`config.mk`:
```
export PLATFORM = sky130hd
export DESIGN_NAME = exp_golomb_bit_writer
export DESIGN_NICKNAME = d
export VERILOG_FILES = /design/src/hw/rtl/egbw_pkg.sv /design/src/hw/rtl/egbw_fifo.sv /design/src/hw/rtl/egbw_front.sv /design/src/hw/rtl/egbw_back.sv /design/src/hw/rtl/exp_golomb_bit_writer.sv
export SDC_FILE = /design/constraint.sdc
export NUM_CORES = 1
export LEC_CHECK = 0
export BUFFER_PORTS_ARGS = -buffer_cell sky130_fd_sc_hd__buf_2
export CORE_MARGIN = 2
export CORE_UTILIZATION = 35
export CTS_CLUSTER_DIAMETER = 80
export CTS_CLUSTER_SIZE = 10
export DETAILED_ROUTE_END_ITERATION = 8
export SYNTH_ARGS = -nofsm -noshare
export SYNTH_HDL_FRONTEND = slang
export SYNTH_SLANG_ARGS = --single-unit
```
`constraint.sdc`:
```
create_clock -name aclk -period 5.4 [get_ports aclk]
set_clock_uncertainty 0.1 [all_clocks]
set_input_delay 0.27 -clock aclk [delete_from_list [all_inputs] [get_ports aclk]]
set_output_delay 0.27 -clock aclk [all_outputs]
set_load 0.02 [all_outputs]
```
`src/hw/rtl/egbw_pkg.sv`:
```
// ----------------------------------------------------------------------------
// egbw_pkg
// Shared types and constants of the Exp-Golomb bit writer.
// ----------------------------------------------------------------------------
`default_nettype none

package egbw_pkg;

    localparam int unsigned BYTE_BITS   = 8;
    localparam int unsigned RAW_MAX     = 32;
    localparam int unsigned QUEUE_DEPTH = 4;

    // Largest legal mapped code value is one below this limit.
    localparam logic [32:0] EG_LIMIT = 33'h0_7fff_ffff;

    typedef enum logic [2:0] {
        KIND_RAW   = 3'd0,
        KIND_UEG   = 3'd1,
        KIND_SEG   = 3'd2,
        KIND_ALIGN = 3'd3,
        KIND_RESET = 3'd4
    } kind_t;

    typedef enum logic [1:0] {
        STATUS_OK        = 2'd0,
        STATUS_BAD_COUNT = 2'd1,
        STATUS_BAD_RANGE = 2'd2
    } status_t;

    // Work handed from the front part to the back part.
    typedef enum logic [1:0] {
        OP_BITS  = 2'd0,
        OP_ALIGN = 2'd1,
        OP_CLEAR = 2'd2,
        OP_ERR   = 2'd3
    } op_t;

    typedef struct packed {
        logic [2:0]  kind;
        logic [31:0] value;
        logic [5:0]  bit_count;
    } in_item_t;

    typedef struct packed {
        logic [7:0] out_byte;
        logic       last;
        logic [1:0] status;
    } out_item_t;

    typedef struct packed {
        op_t         op;
        logic [31:0] code;    // bits to append, right-aligned
        logic [5:0]  nbits;   // 1..61 for OP_BITS
        status_t     status;  // for OP_ERR
    } queue_entry_t;

endpackage

`default_nettype wire

```
`src/hw/rtl/egbw_fifo.sv`:
```
// ----------------------------------------------------------------------------
// egbw_fifo
// Short queue of classified operations between front and back.
// ----------------------------------------------------------------------------
`default_nettype none

module egbw_fifo
    import egbw_pkg::*;
#(
    parameter int unsigned DEPTH = QUEUE_DEPTH
) (
    input  wire logic         aclk,
    input  wire logic         aresetn,
    input  wire logic         push,
    input  queue_entry_t      push_data,
    output logic              full,
    input  wire logic         pop,
    output logic              rd_valid,
    output queue_entry_t      rd_data
);

    localparam int unsigned PW = (DEPTH > 1) ? $clog2(DEPTH) : 1;
    localparam int unsigned CW = $clog2(DEPTH + 1);
    localparam logic [PW-1:0] LAST_PTR = PW'(DEPTH - 1);
    localparam logic [CW-1:0] FULL_CNT = CW'(DEPTH);

    queue_entry_t        mem [DEPTH];
    logic [PW-1:0]       wr_ptr_reg, wr_ptr_next;
    logic [PW-1:0]       rd_ptr_reg, rd_ptr_next;
    logic [CW-1:0]       cnt_reg, cnt_next;
    logic                do_push, do_pop;

    assign full     = (cnt_reg == FULL_CNT);
    assign rd_valid = (cnt_reg != '0);
    assign rd_data  = mem[rd_ptr_reg];
    assign do_push  = push && !full;
    assign do_pop   = pop && rd_valid;

    always_comb begin
        wr_ptr_next = wr_ptr_reg;
        rd_ptr_next = rd_ptr_reg;
        cnt_next    = cnt_reg;
        if (do_push) begin
            wr_ptr_next = (wr_ptr_reg == LAST_PTR) ? '0 : wr_ptr_reg + 1'b1;
        end
        if (do_pop) begin
            rd_ptr_next = (rd_ptr_reg == LAST_PTR) ? '0 : rd_ptr_reg + 1'b1;
        end
        if (do_push && !do_pop) begin
            cnt_next = cnt_reg + 1'b1;
        end else if (do_pop && !do_push) begin
            cnt_next = cnt_reg - 1'b1;
        end
    end

    always_ff @(posedge aclk) begin
        if (!aresetn) begin
            wr_ptr_reg <= '0;
            rd_ptr_reg <= '0;
            cnt_reg    <= '0;
        end else begin
            wr_ptr_reg <= wr_ptr_next;
            rd_ptr_reg <= rd_ptr_next;
            cnt_reg    <= cnt_next;
        end
    end

    always_ff @(posedge aclk) begin
        if (do_push) begin
            mem[wr_ptr_reg] <= push_data;
        end
    end

endmodule

`default_nettype wire

```
`src/hw/rtl/egbw_front.sv`:
```
// ----------------------------------------------------------------------------
// egbw_front
// Accept items, map Exp-Golomb values, check ranges and size the codes.
// ----------------------------------------------------------------------------
`default_nettype none

module egbw_front
    import egbw_pkg::*;
(
    input  wire logic    aclk,
    input  wire logic    aresetn,
    input  wire logic    s_valid,
    output logic         s_ready,
    input  in_item_t     s_data,
    output logic         q_push,
    output queue_entry_t q_data,
    input  wire logic    q_full
);

    logic        valid_reg;
    logic [2:0]  kind_reg;
    logic [31:0] value_reg;
    logic [5:0]  count_reg;
    logic [32:0] mapped_reg;

    logic [32:0] mapped_next;
    logic [31:0] neg_value;
    logic [30:0] m_code;
    logic [4:0]  m_len;
    logic        drop;
    logic        done;
    logic        accept;

    // Signed mapping: positive v to 2v-1, otherwise -2v.
    always_comb begin
        neg_value = 32'd0 - s_data.value;
        if (s_data.kind == KIND_SEG) begin
            if (s_data.value != 32'd0 && !s_data.value[31]) begin
                mapped_next = {s_data.value, 1'b0} - 33'd1;
            end else begin
                mapped_next = {neg_value, 1'b0};
            end
        end else begin
            mapped_next = {1'b0, s_data.value};
        end
    end

    // Code word and its bit length.
    always_comb begin
        m_code = mapped_reg[30:0] + 31'd1;
        m_len  = '0;
        for (int i = 0; i < 31; i++) begin
            if (m_code[i]) begin
                m_len = 5'(i + 1);
            end
        end
    end

    always_comb begin
        drop          = 1'b0;
        q_data.op     = OP_BITS;
        q_data.code   = value_reg;
        q_data.nbits  = count_reg;
        q_data.status = STATUS_OK;
        unique case (kind_reg)
            KIND_RAW: begin
                if (count_reg > 6'(RAW_MAX)) begin
                    q_data.op     = OP_ERR;
                    q_data.status = STATUS_BAD_COUNT;
                end else if (count_reg == 6'd0) begin
                    drop = 1'b1;
                end
            end
            KIND_UEG, KIND_SEG: begin
                if (mapped_reg >= EG_LIMIT) begin
                    q_data.op     = OP_ERR;
                    q_data.status = STATUS_BAD_RANGE;
                end else begin
                    q_data.code  = {1'b0, m_code};
                    q_data.nbits = {m_len, 1'b0} - 6'd1;
                end
            end
            KIND_ALIGN: q_data.op = OP_ALIGN;
            KIND_RESET: q_data.op = OP_CLEAR;
            default:    drop = 1'b1;
        endcase
    end

    assign done    = valid_reg && (drop || !q_full);
    assign q_push  = valid_reg && !drop && !q_full;
    assign s_ready = !valid_reg || done;
    assign accept  = s_valid && s_ready;

    always_ff @(posedge aclk) begin
        if (!aresetn) begin
            valid_reg <= 1'b0;
        end else if (accept) begin
            valid_reg <= 1'b1;
        end else if (done) begin
            valid_reg <= 1'b0;
        end
    end

    always_ff @(posedge aclk) begin
        if (accept) begin
            kind_reg   <= s_data.kind;
            value_reg  <= s_data.value;
            count_reg  <= s_data.bit_count;
            mapped_reg <= mapped_next;
        end
    end

endmodule

`default_nettype wire

```
`src/hw/rtl/egbw_back.sv`:
```
// ----------------------------------------------------------------------------
// egbw_back
// Pack queued codes MSB first and stream out at most one byte per cycle, stalling while m_ready is low.
// ----------------------------------------------------------------------------
`default_nettype none

module egbw_back
    import egbw_pkg::*;
(
    input  wire logic    aclk,
    input  wire logic    aresetn,
    input  wire logic    q_valid,
    input  queue_entry_t q_data,
    output logic         q_pop,
    output logic         m_valid,
    input  wire logic    m_ready,
    output out_item_t    m_data
);

    logic        busy_reg,  busy_next;
    logic [63:0] data_reg,  data_next;   // left-aligned bits still to send
    logic [5:0]  rem_reg,   rem_next;
    logic [6:0]  pbits_reg, pbits_next;
    logic [2:0]  pcnt_reg,  pcnt_next;
    logic        mval_reg,  mval_next;
    out_item_t   mdat_reg,  mdat_next;

    logic [3:0]  need;
    logic [14:0] window;
    logic [14:0] byte_win;
    logic [14:0] tail_win;
    logic        out_free;
    logic        emit;
    logic        advance;
    logic        finishing;
    logic        slot_free;

    assign need     = 4'(BYTE_BITS) - {1'b0, pcnt_reg};
    assign window   = {pbits_reg, data_reg[63:56]};
    assign byte_win = window >> pcnt_reg;
    assign tail_win = window >> (4'(BYTE_BITS) - {1'b0, rem_reg[2:0]});
    assign out_free = !mval_reg || m_ready;
    assign emit     = busy_reg && (rem_reg >= {2'b0, need});
    assign advance  = busy_reg && (!emit || out_free);
    assign finishing = advance && (rem_reg <= {2'b0, need});
    assign slot_free = !busy_reg || finishing;

    always_comb begin
        busy_next  = busy_reg;
        data_next  = data_reg;
        rem_next   = rem_reg;
        pbits_next = pbits_reg;
        pcnt_next  = pcnt_reg;
        mval_next  = mval_reg && !m_ready;
        mdat_next  = mdat_reg;
        q_pop      = 1'b0;

        if (advance) begin
            if (emit) begin
                mdat_next.out_byte = byte_win[7:0];
                // Final byte of the item when no whole byte remains after it.
                mdat_next.last     = (rem_reg < ({2'b0, need} + 6'd8));
                mdat_next.status   = STATUS_OK;
                mval_next  = 1'b1;
                pbits_next = '0;
                pcnt_next  = '0;
                data_next  = data_reg << need;
                rem_next   = rem_reg - {2'b0, need};
                if (finishing) begin
                    busy_next = 1'b0;
                end
            end else begin
                pbits_next = tail_win[6:0];
                pcnt_next  = pcnt_reg + rem_reg[2:0];
                busy_next  = 1'b0;
            end
        end

        if (q_valid && slot_free) begin
            unique case (q_data.op)
                OP_BITS: begin
                    q_pop     = 1'b1;
                    busy_next = 1'b1;
                    data_next = {32'd0, q_data.code} << (7'd64 - {1'b0, q_data.nbits});
                    rem_next  = q_data.nbits;
                end
                OP_ALIGN: begin
                    q_pop = 1'b1;
                    if (pcnt_next != 3'd0) begin
                        busy_next = 1'b1;
                        data_next = '0;
                        rem_next  = 6'(BYTE_BITS) - {3'b0, pcnt_next};
                    end
                end
                OP_CLEAR: begin
                    q_pop      = 1'b1;
                    pbits_next = '0;
                    pcnt_next  = '0;
                end
                OP_ERR: begin
                    if (!busy_reg && out_free) begin
                        q_pop              = 1'b1;
                        mdat_next.out_byte = '0;
                        mdat_next.last     = 1'b1;
                        mdat_next.status   = q_data.status;
                        mval_next          = 1'b1;
                    end
                end
                default: ;
            endcase
        end
    end

    always_ff @(posedge aclk) begin
        if (!aresetn) begin
            busy_reg  <= 1'b0;
            rem_reg   <= '0;
            pbits_reg <= '0;
            pcnt_reg  <= '0;
            mval_reg  <= 1'b0;
        end else begin
            busy_reg  <= busy_next;
            rem_reg   <= rem_next;
            pbits_reg <= pbits_next;
            pcnt_reg  <= pcnt_next;
            mval_reg  <= mval_next;
        end
    end

    always_ff @(posedge aclk) begin
        data_reg <= data_next;
        mdat_reg <= mdat_next;
    end

    assign m_valid = mval_reg;
    assign m_data  = mdat_reg;

endmodule

`default_nettype wire

```
`src/hw/rtl/exp_golomb_bit_writer.sv`:
```
// ----------------------------------------------------------------------------
// exp_golomb_bit_writer
// MSB-first bit packer for raw fields and Exp-Golomb codes, byte stream out.
// ----------------------------------------------------------------------------
// Usage:
//   s_* channel: one operation per beat (raw bits, unsigned or signed
//   Exp-Golomb, byte align, drop pending bits). m_* channel: one completed
//   byte per beat, first appended bit in bit 7; last marks the final beat an
//   operation causes. A count above 32 or an out-of-range code gives a single
//   status beat with byte 0 and leaves the pending bits untouched.
//   Path: an input beat is registered in the front end, then in the queue;
//   a code then loads the back end's bit register before its first byte is
//   registered at the output, while a status beat goes there straight.
//   Throughput: the back end sends one byte per cycle while m_ready is high,
//   pausing while it parks an operation's leftover bits. The front end takes
//   one beat per cycle into a short operation queue while it has room, so
//   input keeps flowing while the byte drain works or m_ready is low.
//   Reset (aresetn low, synchronous) empties the queue, clears pending
//   bits and drops any result not yet taken.
//   When the receiver stalls, the output register holds its beat; the queue
//   then fills and s_ready falls until bytes drain again.
// ----------------------------------------------------------------------------
`default_nettype none

module exp_golomb_bit_writer
    import egbw_pkg::*;
#(
    parameter int unsigned QDEPTH = QUEUE_DEPTH
) (
    input  wire logic aclk,
    input  wire logic aresetn,
    input  wire logic s_valid,
    output logic      s_ready,
    input  in_item_t  s_data,
    output logic      m_valid,
    input  wire logic m_ready,
    output out_item_t m_data
);

    // Classified operations travel front -> queue -> back.
    logic         push;
    logic         full;
    logic         pop;
    logic         rd_valid;
    queue_entry_t push_data;
    queue_entry_t rd_data;

    // Front: accept beats, map signed values, check ranges, size the code.
    egbw_front u_front (
        .aclk    (aclk),
        .aresetn (aresetn),
        .s_valid (s_valid),
        .s_ready (s_ready),
        .s_data  (s_data),
        .q_push  (push),
        .q_data  (push_data),
        .q_full  (full)
    );

    // Queue: decouple classification from the byte drain.
    egbw_fifo #(
        .DEPTH (QDEPTH)
    ) u_fifo (
        .aclk      (aclk),
        .aresetn   (aresetn),
        .push      (push),
        .push_data (push_data),
        .full      (full),
        .pop       (pop),
        .rd_valid  (rd_valid),
        .rd_data   (rd_data)
    );

    // Back: hold pending bits, advance one byte per cycle while m_ready allows, drive the output.
    egbw_back u_back (
        .aclk    (aclk),
        .aresetn (aresetn),
        .q_valid (rd_valid),
        .q_data  (rd_data),
        .q_pop   (pop),
        .m_valid (m_valid),
        .m_ready (m_ready),
        .m_data  (m_data)
    );

endmodule

`default_nettype wire

```
==> impl_metrics.toml, run 1 <==
[pwr]
vdd_drop_max_uv = 341
power.switching_fraction_pct = 44.7
leakagePower_nw = 8.44
total_switching_power_w = 0.00593
p_total_w = 0.0133
pwr-share-clk_pct = 19.2
comb_power_share_pct = 53.3
intPower_w = 0.00734
sequential_share_of_power_pct = 27.4
power_per_cell_area_nw_per_um2 = 534

[yosys]
synth_largest_area_cell = "edfxtp_1"
synth_top_area_share_pct = 33.0
ys_warn_count = 0
synthesis.area_per_instance_um2 = 10.5
synth_edf_count = 242
async_flop_share_pct = 0
synthCells = 2095
syn_nets = 2165
synth_flop_cell = "edfxtp_1"
synth_top_area_cells = "edfxtp_1 (33%), mux4_2 (10%), dfxtp_1 (9.4%)"
synth_sequential_area_ratio_pct = 42.3
yosysUniqueCellTypes = 88
ys_seq_elements = 345
synthesis.area_um2 = 22000

[placed_design]
postPlaceCellArea_um2 = 23200
worst_setup_slack_after_placement_ps = 402
place_congestion = 0.942
numPortBuffers = 57
place.detailed.hpwl_um = 45400

[sta]
final_critical_path_setup_slack_ps = 375
period_share_pct = 93.1
rsz_0062_raised_after_global_routing = "no"
timing_worst_slew_pin_value_ps = 1130
hold_violations = 0
post-route-min-period_ps = 5030
hold-worst-slack_ps = 101
fmax_ghz = 0.199
report.final.setup_viol = 0
slew_violations = 0
timing.slew.headroom_pct = 24.6
timing.setup.tns_ps = 0

[critical_path]
crit_path_cell_trace = "ha_1, nand3_1, nor3_2, nand2_1, a21oi_1, o21a_1, a2bb2oi_1, o221ai_1, o21a_1, ha_1, nand2_1, nor2_1, a2111oi_0, a22oi_1"
cpPeakStageDelay_ps = 540
critical_path_source_type = "flip-flop"
timing.critical_path.to_type = "flip-flop"
crit_type = "flip-flop to flip-flop"
rrSetupSlack_ps = 370
crit_path_top_delay_cell = "edfxtp_1"
worstReg2RegEnd = "u_fifo.mem[3][7]"
critical_path_peak_fanout = 13
regToRegStartpoint = "u_front.mapped_reg[0]"
worst-endpoint-arrival_ps = 5200
critical_path_required_ps = 5570
worstRegToRegCells = 14

[clock_network]
cts_tree = "built"
cts.reportedPaths.clkPinSlew_ps = 60
clockBufferDepth = 3
postCtsResizedCells = 0
clk-insertion-delay-late_ps = 570
htree_num_levels = 2
cts_root_buf = "clkbuf_16"
cts_sinks = 345
cts_made_buffers = 41

[floorplan]
io-pin-count = 58
die_w_um = 255
design.die.area_um2 = 65000
die_y_um = 255
floorplan.initialDensity_pct = 35.2
placeableCoreArea_um2 = 62600
std_cell_rows = 92

[grt]
grt_overflow = 0
first_global_vias = 16500
grt_first_pass_wirelength_um = 96100
grt_start_max_net_pins = 75
grt.total_usage_pct = 18.9
grt_antenna_before_repair = 0

[detailed_routing]
wl_met3_um = 2980
route.vias.total = 16900
topRoutingLayerUsed = "met4"
remaining_design_rule_violation_count = 0
vias_per_cell = 5.67
wl_cell_um = 20.8
drt.antenna.violating_nets = 0
dr.first_iter.drc_count = 1460
routed_wirelength_um = 62000
detail_route.first_pass.iterations = 7
met2_length_um = 29900
met1_length_um = 27400

[finish]
area.growth.synth_to_final_pct = 12.6
layout_cells_sized_above_1_pct = 15.9
finalNetCount = 2190
design_area_um2 = 24800
largest_register_ff_count = 168
antenna_cells = 0

[min_path]
hp_start = "m_ready"
hold-path-cell-count = 4
hp-class = "primary input to flip-flop"
min_to = "u_back.m_valid"

[run]
timing.max_cap.violations = 0

[outcome]
run_status = "completed"
[power groups by stage]
stage	logic [W]	clock network [W]	registers, W
after detailed placement	0.00692	0	0.00368
after CTS	0.00698	0.00261	0.00363
after global routing	0.00757	0.00269	0.00368
final	0.00708	0.00255	0.00364
after floorplan	0.00481	0	0.00349
after global placement	0.00692	0	0.00366
[layout by cell type, fill, tap and decap left out, types with 9 or more instances in the layout]
cell,n
edfxtp_1,242
inv_1,30
o22ai_1,38
buf_2,57
and3_1,15
nor4_1,18
xor2_1,38
nand2b_1,13
nand2_1,199
nor3_1,40
o221ai_1,21
mux2_2,44
o21ai_1,26
dfxtp_1,100
a31oi_1,13
o21ai_0,110
nand3_1,41
clkbuf_1,15
ha_1,21
a211oi_1,33
nor2b_1,16
buf_4,37
mux2i_1,199
a21oi_1,114
clkbuf_16,42
or3_1,14
xnor2_1,59
a21o_1,9
nand4_1,24
and2_1,20
o211ai_1,10
mux4_2,100
dlygate4sd3_1,44
o21a_1,9
nor2_1,158
[synthesized netlist by cell type, types with 24 or more instances]
cell type / n
nand2_1: 199
a21oi_1: 115
o21ai_1: 26
nor2_1: 159
clkbuf_1: 112
mux4_2: 100
mux2i_1: 199
dfxtp_1: 103
o21ai_0: 110
buf_2: 25
and2_1: 24
xor2_1: 41
o22ai_1: 38
xnor2_1: 61
edfxtp_1: 242
nand4_1: 24
nor3_1: 41
nand3_1: 41
inv_1: 30
a211oi_1: 33
mux2_2: 44
[cells by family (layout without fill, tap and decap cells)]
kind of cell,count (synthesis),count (layout),share of synthesized area [%]
simple gates,612,612,13.3
compound gates,471,471,13.6
flops,345,345,42.3
mux,343,343,21.5
buf+inv,195,239,3.64
xor+xnor,103,103,4.13
fa+ha+maj,26,26,1.57
[per-layer routing]
metal / global-route usage, % / vias to the layer above
li1: - / 8010
met2: 32.0 / 491
met5: 0 / -
met4: 5.78 / 0
met3: 2.33 / 94
met1: 25.2 / 8332
[cell type report]
cell class | instances | area [µm²]
clock buffer | 57 | 1110
clock inverter | 5 | 81.3
fill | 6042 | 37800
inverter | 33 | 124
multi-input combinational | 1555 | 12000
sequential | 345 | 9340
tap | 846 | 1060
timing repair buffer | 144 | 1120
[stage by stage]
stage / util [%] / std cells
2_1_floorplan: - / 2095
3_3_place_gp: 37.1 / 2879
3_5_place_dp: 37.1 / 2879
4_1_cts: 39.7 / 2985
5_1_grt: 39.7 / 2985
6_report: 39.7 / 2985
[how the worst max path moves through the flow]
stage               depth (start not counted)                   from                    to  slack (ps)
floorplan                                   4    u_front.kind_reg[1]  u_front.count_reg[0]         160
global placement                           13  u_front.mapped_reg[7]      u_fifo.mem[0][7]         340
detailed placement                         14  u_front.mapped_reg[0]      u_fifo.mem[2][7]         400
CTS                                        14  u_front.mapped_reg[0]      u_fifo.mem[3][7]         370
global route                               14  u_front.mapped_reg[0]      u_fifo.mem[3][7]         140
finish                                     14  u_front.mapped_reg[0]      u_fifo.mem[3][7]         370
[what timing repair did]
| item | 4_1_cts | 5_1_grt |
|---|---|---|
| hold buffers | 44 | 0 |
| setup buffers | 0 | 0 |
| endpoints found under the hold margin | 81 | 0 |
[worst max-delay path: cells and delay by family, from the launching register on]
| family | cells | cell delay, ps |
|---|---|---|
| compound gates | 7 | 2050 |
| fa+ha+maj | 2 | 750 |
| flops | 1 | 540 |
| simple gates | 5 | 1260 |
Note: power is estimated with default switching activity, not from simulation.
==> inputs of run 2 (changes only) <==
--- a/config.mk
+++ b/config.mk
@@ -11,6 +11,7 @@
 export CTS_CLUSTER_DIAMETER = 80
 export CTS_CLUSTER_SIZE = 10
 export DETAILED_ROUTE_END_ITERATION = 8
+export RECOVER_POWER = 25
 export SYNTH_ARGS = -nofsm -noshare
 export SYNTH_HDL_FRONTEND = slang
 export SYNTH_SLANG_ARGS = --single-unit
==> run 2 against run 1 <==
The flow now finishes with violations (capacitance limit, slew limit). Fmax fell by 0.54%. Via count rose by 0.25%. First-iteration DRC count rose by 4.8%. Setup slack got worse by 27 ps. Utilization fell by 0.13 points. Sequential share of layout area rose by 0.12 points. Worst hold slack barely moved. Sequential power barely moved. Largest cell class unchanged. Largest power group unchanged.
==> impl_metrics.toml, run 2 (synthesized netlist as in run 1, its figures left out) <==
[outcome]
run_status = "finished, violations left"
violations = "capacitance limit, slew limit"

[pwr]
power_per_cell_area_nw_per_um2 = 536
vdd_drop_max_uv = 342
leakagePower_nw = 8.29

[finish]
final_cell_count_no_fill = 2985
fill_cells = 6070
leading_cell_type_in_the_layout_fill_and_taps_excluded = "edfxtp_1"
area.growth.synth_to_final_pct = 12.3
layout_common_cells = "edfxtp_1 (242), nand2_1 (199), mux2i_1 (199), nor2_1 (158), a21oi_1 (114)"
layout_cells_sized_above_1_pct = 13.6
largest_register_ff_count = 168
antenna_cells = 0
finalNetCount = 2190

[grt]
grt_overflow = 0
grt_antenna_before_repair = 0
grt_first_pass_wirelength_um = 96100
grt_start_max_net_pins = 75
grt.total_usage_pct = 18.9
first_global_vias = 16500

[critical_path]
crit_path_cell_trace = "ha_1, nand3_1, nor3_2, nand2_1, a21oi_1, o21a_1, a2bb2oi_1, o221ai_1, o21a_1, ha_1, nand2_1, nor2_1, a2111oi_0, a22oi_1"
critical_path_peak_fanout = 13
cpPeakStageDelay_ps = 540
worstRegToRegCells = 14
rrSetupSlack_ps = 350
critical_path_source_type = "flip-flop"
critical_path.top_delay_family = "compound AO/OA/AOI/OAI gates"
regToRegStartpoint = "u_front.mapped_reg[0]"
worst-endpoint-arrival_ps = 5220
crit_type = "flip-flop to flip-flop"
worstReg2RegEnd = "u_fifo.mem[3][7]"
worst-path-buf-inv = 0
critPathLaunch = "u_front.mapped_reg[0]"
crit_path_top_delay_cell = "edfxtp_1"
timing.critical_path.to_type = "flip-flop"
critical_path_required_ps = 5570

[sta]
timing_worst_slew_pin_value_ps = 1860
post-route-min-period_ps = 5050
slew_violations = 96
report.final.setup_viol = 0
fmax_ghz = 0.198
rsz_0062_raised_after_global_routing = "no"
hold_violations = 0
timing.setup.tns_ps = 0
hold-worst-slack_ps = 101
period_share_pct = 93.6
timing.slew.headroom_pct = -23.9

[clock_network]
clockBufferDepth = 3
cts_root_buf = "clkbuf_16"
cts_tree = "built"
cts.reportedPaths.clkPinSlew_ps = 60
htree_num_levels = 2
clk-insertion-delay-late_ps = 570
cts_sinks = 345
cts_made_buffers = 41

[placed_design]
place_congestion = 0.942
numPortBuffers = 57
inst_count_dp = 2879
place.detailed.hpwl_um = 45400

[floorplan]
placeableCoreArea_um2 = 62600
die_w_um = 255
floorplan.initialDensity_pct = 35.2
io-pin-count = 58
std_cell_rows = 92
design.die.area_um2 = 65000
die_y_um = 255

[min_path]
min_to = "u_back.m_valid"
hp_start = "m_ready"
hp-class = "primary input to flip-flop"
hold-path-cell-count = 4

[detailed_routing]
remaining_design_rule_violation_count = 0
dr.first_iter.drc_count = 1530
route.vias.total = 17000
detail_route.first_pass.iterations = 6
wl_cell_um = 20.8
vias_per_cell = 5.69
routed_wirelength_um = 62000
drt.antenna.violating_nets = 0

[run]
timing.max_cap.violations = 2
[run 2: changes by cell type in the layout (fill, tap and decap cells not counted), sizes merged]
| cell | delta |
|---|---|
| buf | -48 |
| clkbuf | +48 |
[run 2: cell type report]
class	count	area, µm²	share of cell area, %
Timing Repair Buffer	144	1050	4.24
Clock buffer	57	1110	4.47
Sequential cell	345	9340	37.7
Multi-Input combinational cell	1555	12000	48.5
Inverter	33	124	0.500
Tap cell	846	1060	4.28
Clock inverter	5	81.3	0.329
[run 2: stage by stage]
stage          total power (W)  utilization, %  instance area (µm²)  setup WS [ps]
6_report                0.0133            39.5                24800            347
5_1_grt                 0.0139            39.5                24800            145
4_1_cts                 0.0132            39.7                24800            370
3_5_place_dp            0.0106            37.1                23200            402
3_3_place_gp            0.0106            37.1                23200            341
2_1_floorplan          0.00830               -                22000            163
[run 2: report_power, final]
| group | total [W] | switching (W) | internal [W] |
|---|---|---|---|
| sequential | 0.00364 | 0.000438 | 0.00321 |
| clock | 0.00255 | 0.00108 | 0.00147 |
| combinational | 0.00707 | 0.00442 | 0.00265 |
| total | 0.0133 | 0.00593 | 0.00733 |
[run 2: how the worst max path moves through the flow]
stage | endpoint | slack (ps) | cells past startpoint
after global routing | u_fifo.mem[3][7] | 140 | 14
after detailed placement | u_fifo.mem[2][7] | 400 | 14
final | u_fifo.mem[3][7] | 350 | 14
after CTS | u_fifo.mem[3][7] | 370 | 14
after floorplan | u_front.count_reg[0] | 160 | 4
after global placement | u_fifo.mem[0][7] | 340 | 13
[run 2: what timing repair did]
item,4_1_cts,5_1_grt
hold endpoints to repair,81,0
buffers inserted,0,0
hold buffers,44,0
resized for setup,0,0
[run 2: metal layers]
metal | GRT usage [%] | share of wire [%] | wire length, µm | up-vias
met5 | 0 | 0 | 0 | -
met4 | 5.78 | 2.8 | 1710 | 0
met3 | 2.33 | 4.7 | 2930 | 93
met2 | 32.0 | 48 | 29900 | 530
met1 | 25.2 | 44 | 27500 | 8342
li1 | - | - | - | 8005
[run 2: worst register-to-register path, stage by stage (launching register included)]
cell	delay [ps]
edfxtp_1	540
ha_1	500
nand3_1	240
nor3_2	510
nand2_1	420
a21oi_1	470
o21a_1	160
a2bb2oi_1	210
o221ai_1	220
o21a_1	320
ha_1	250
nand2_1	70
nor2_1	40
a2111oi_0	490
a22oi_1	200
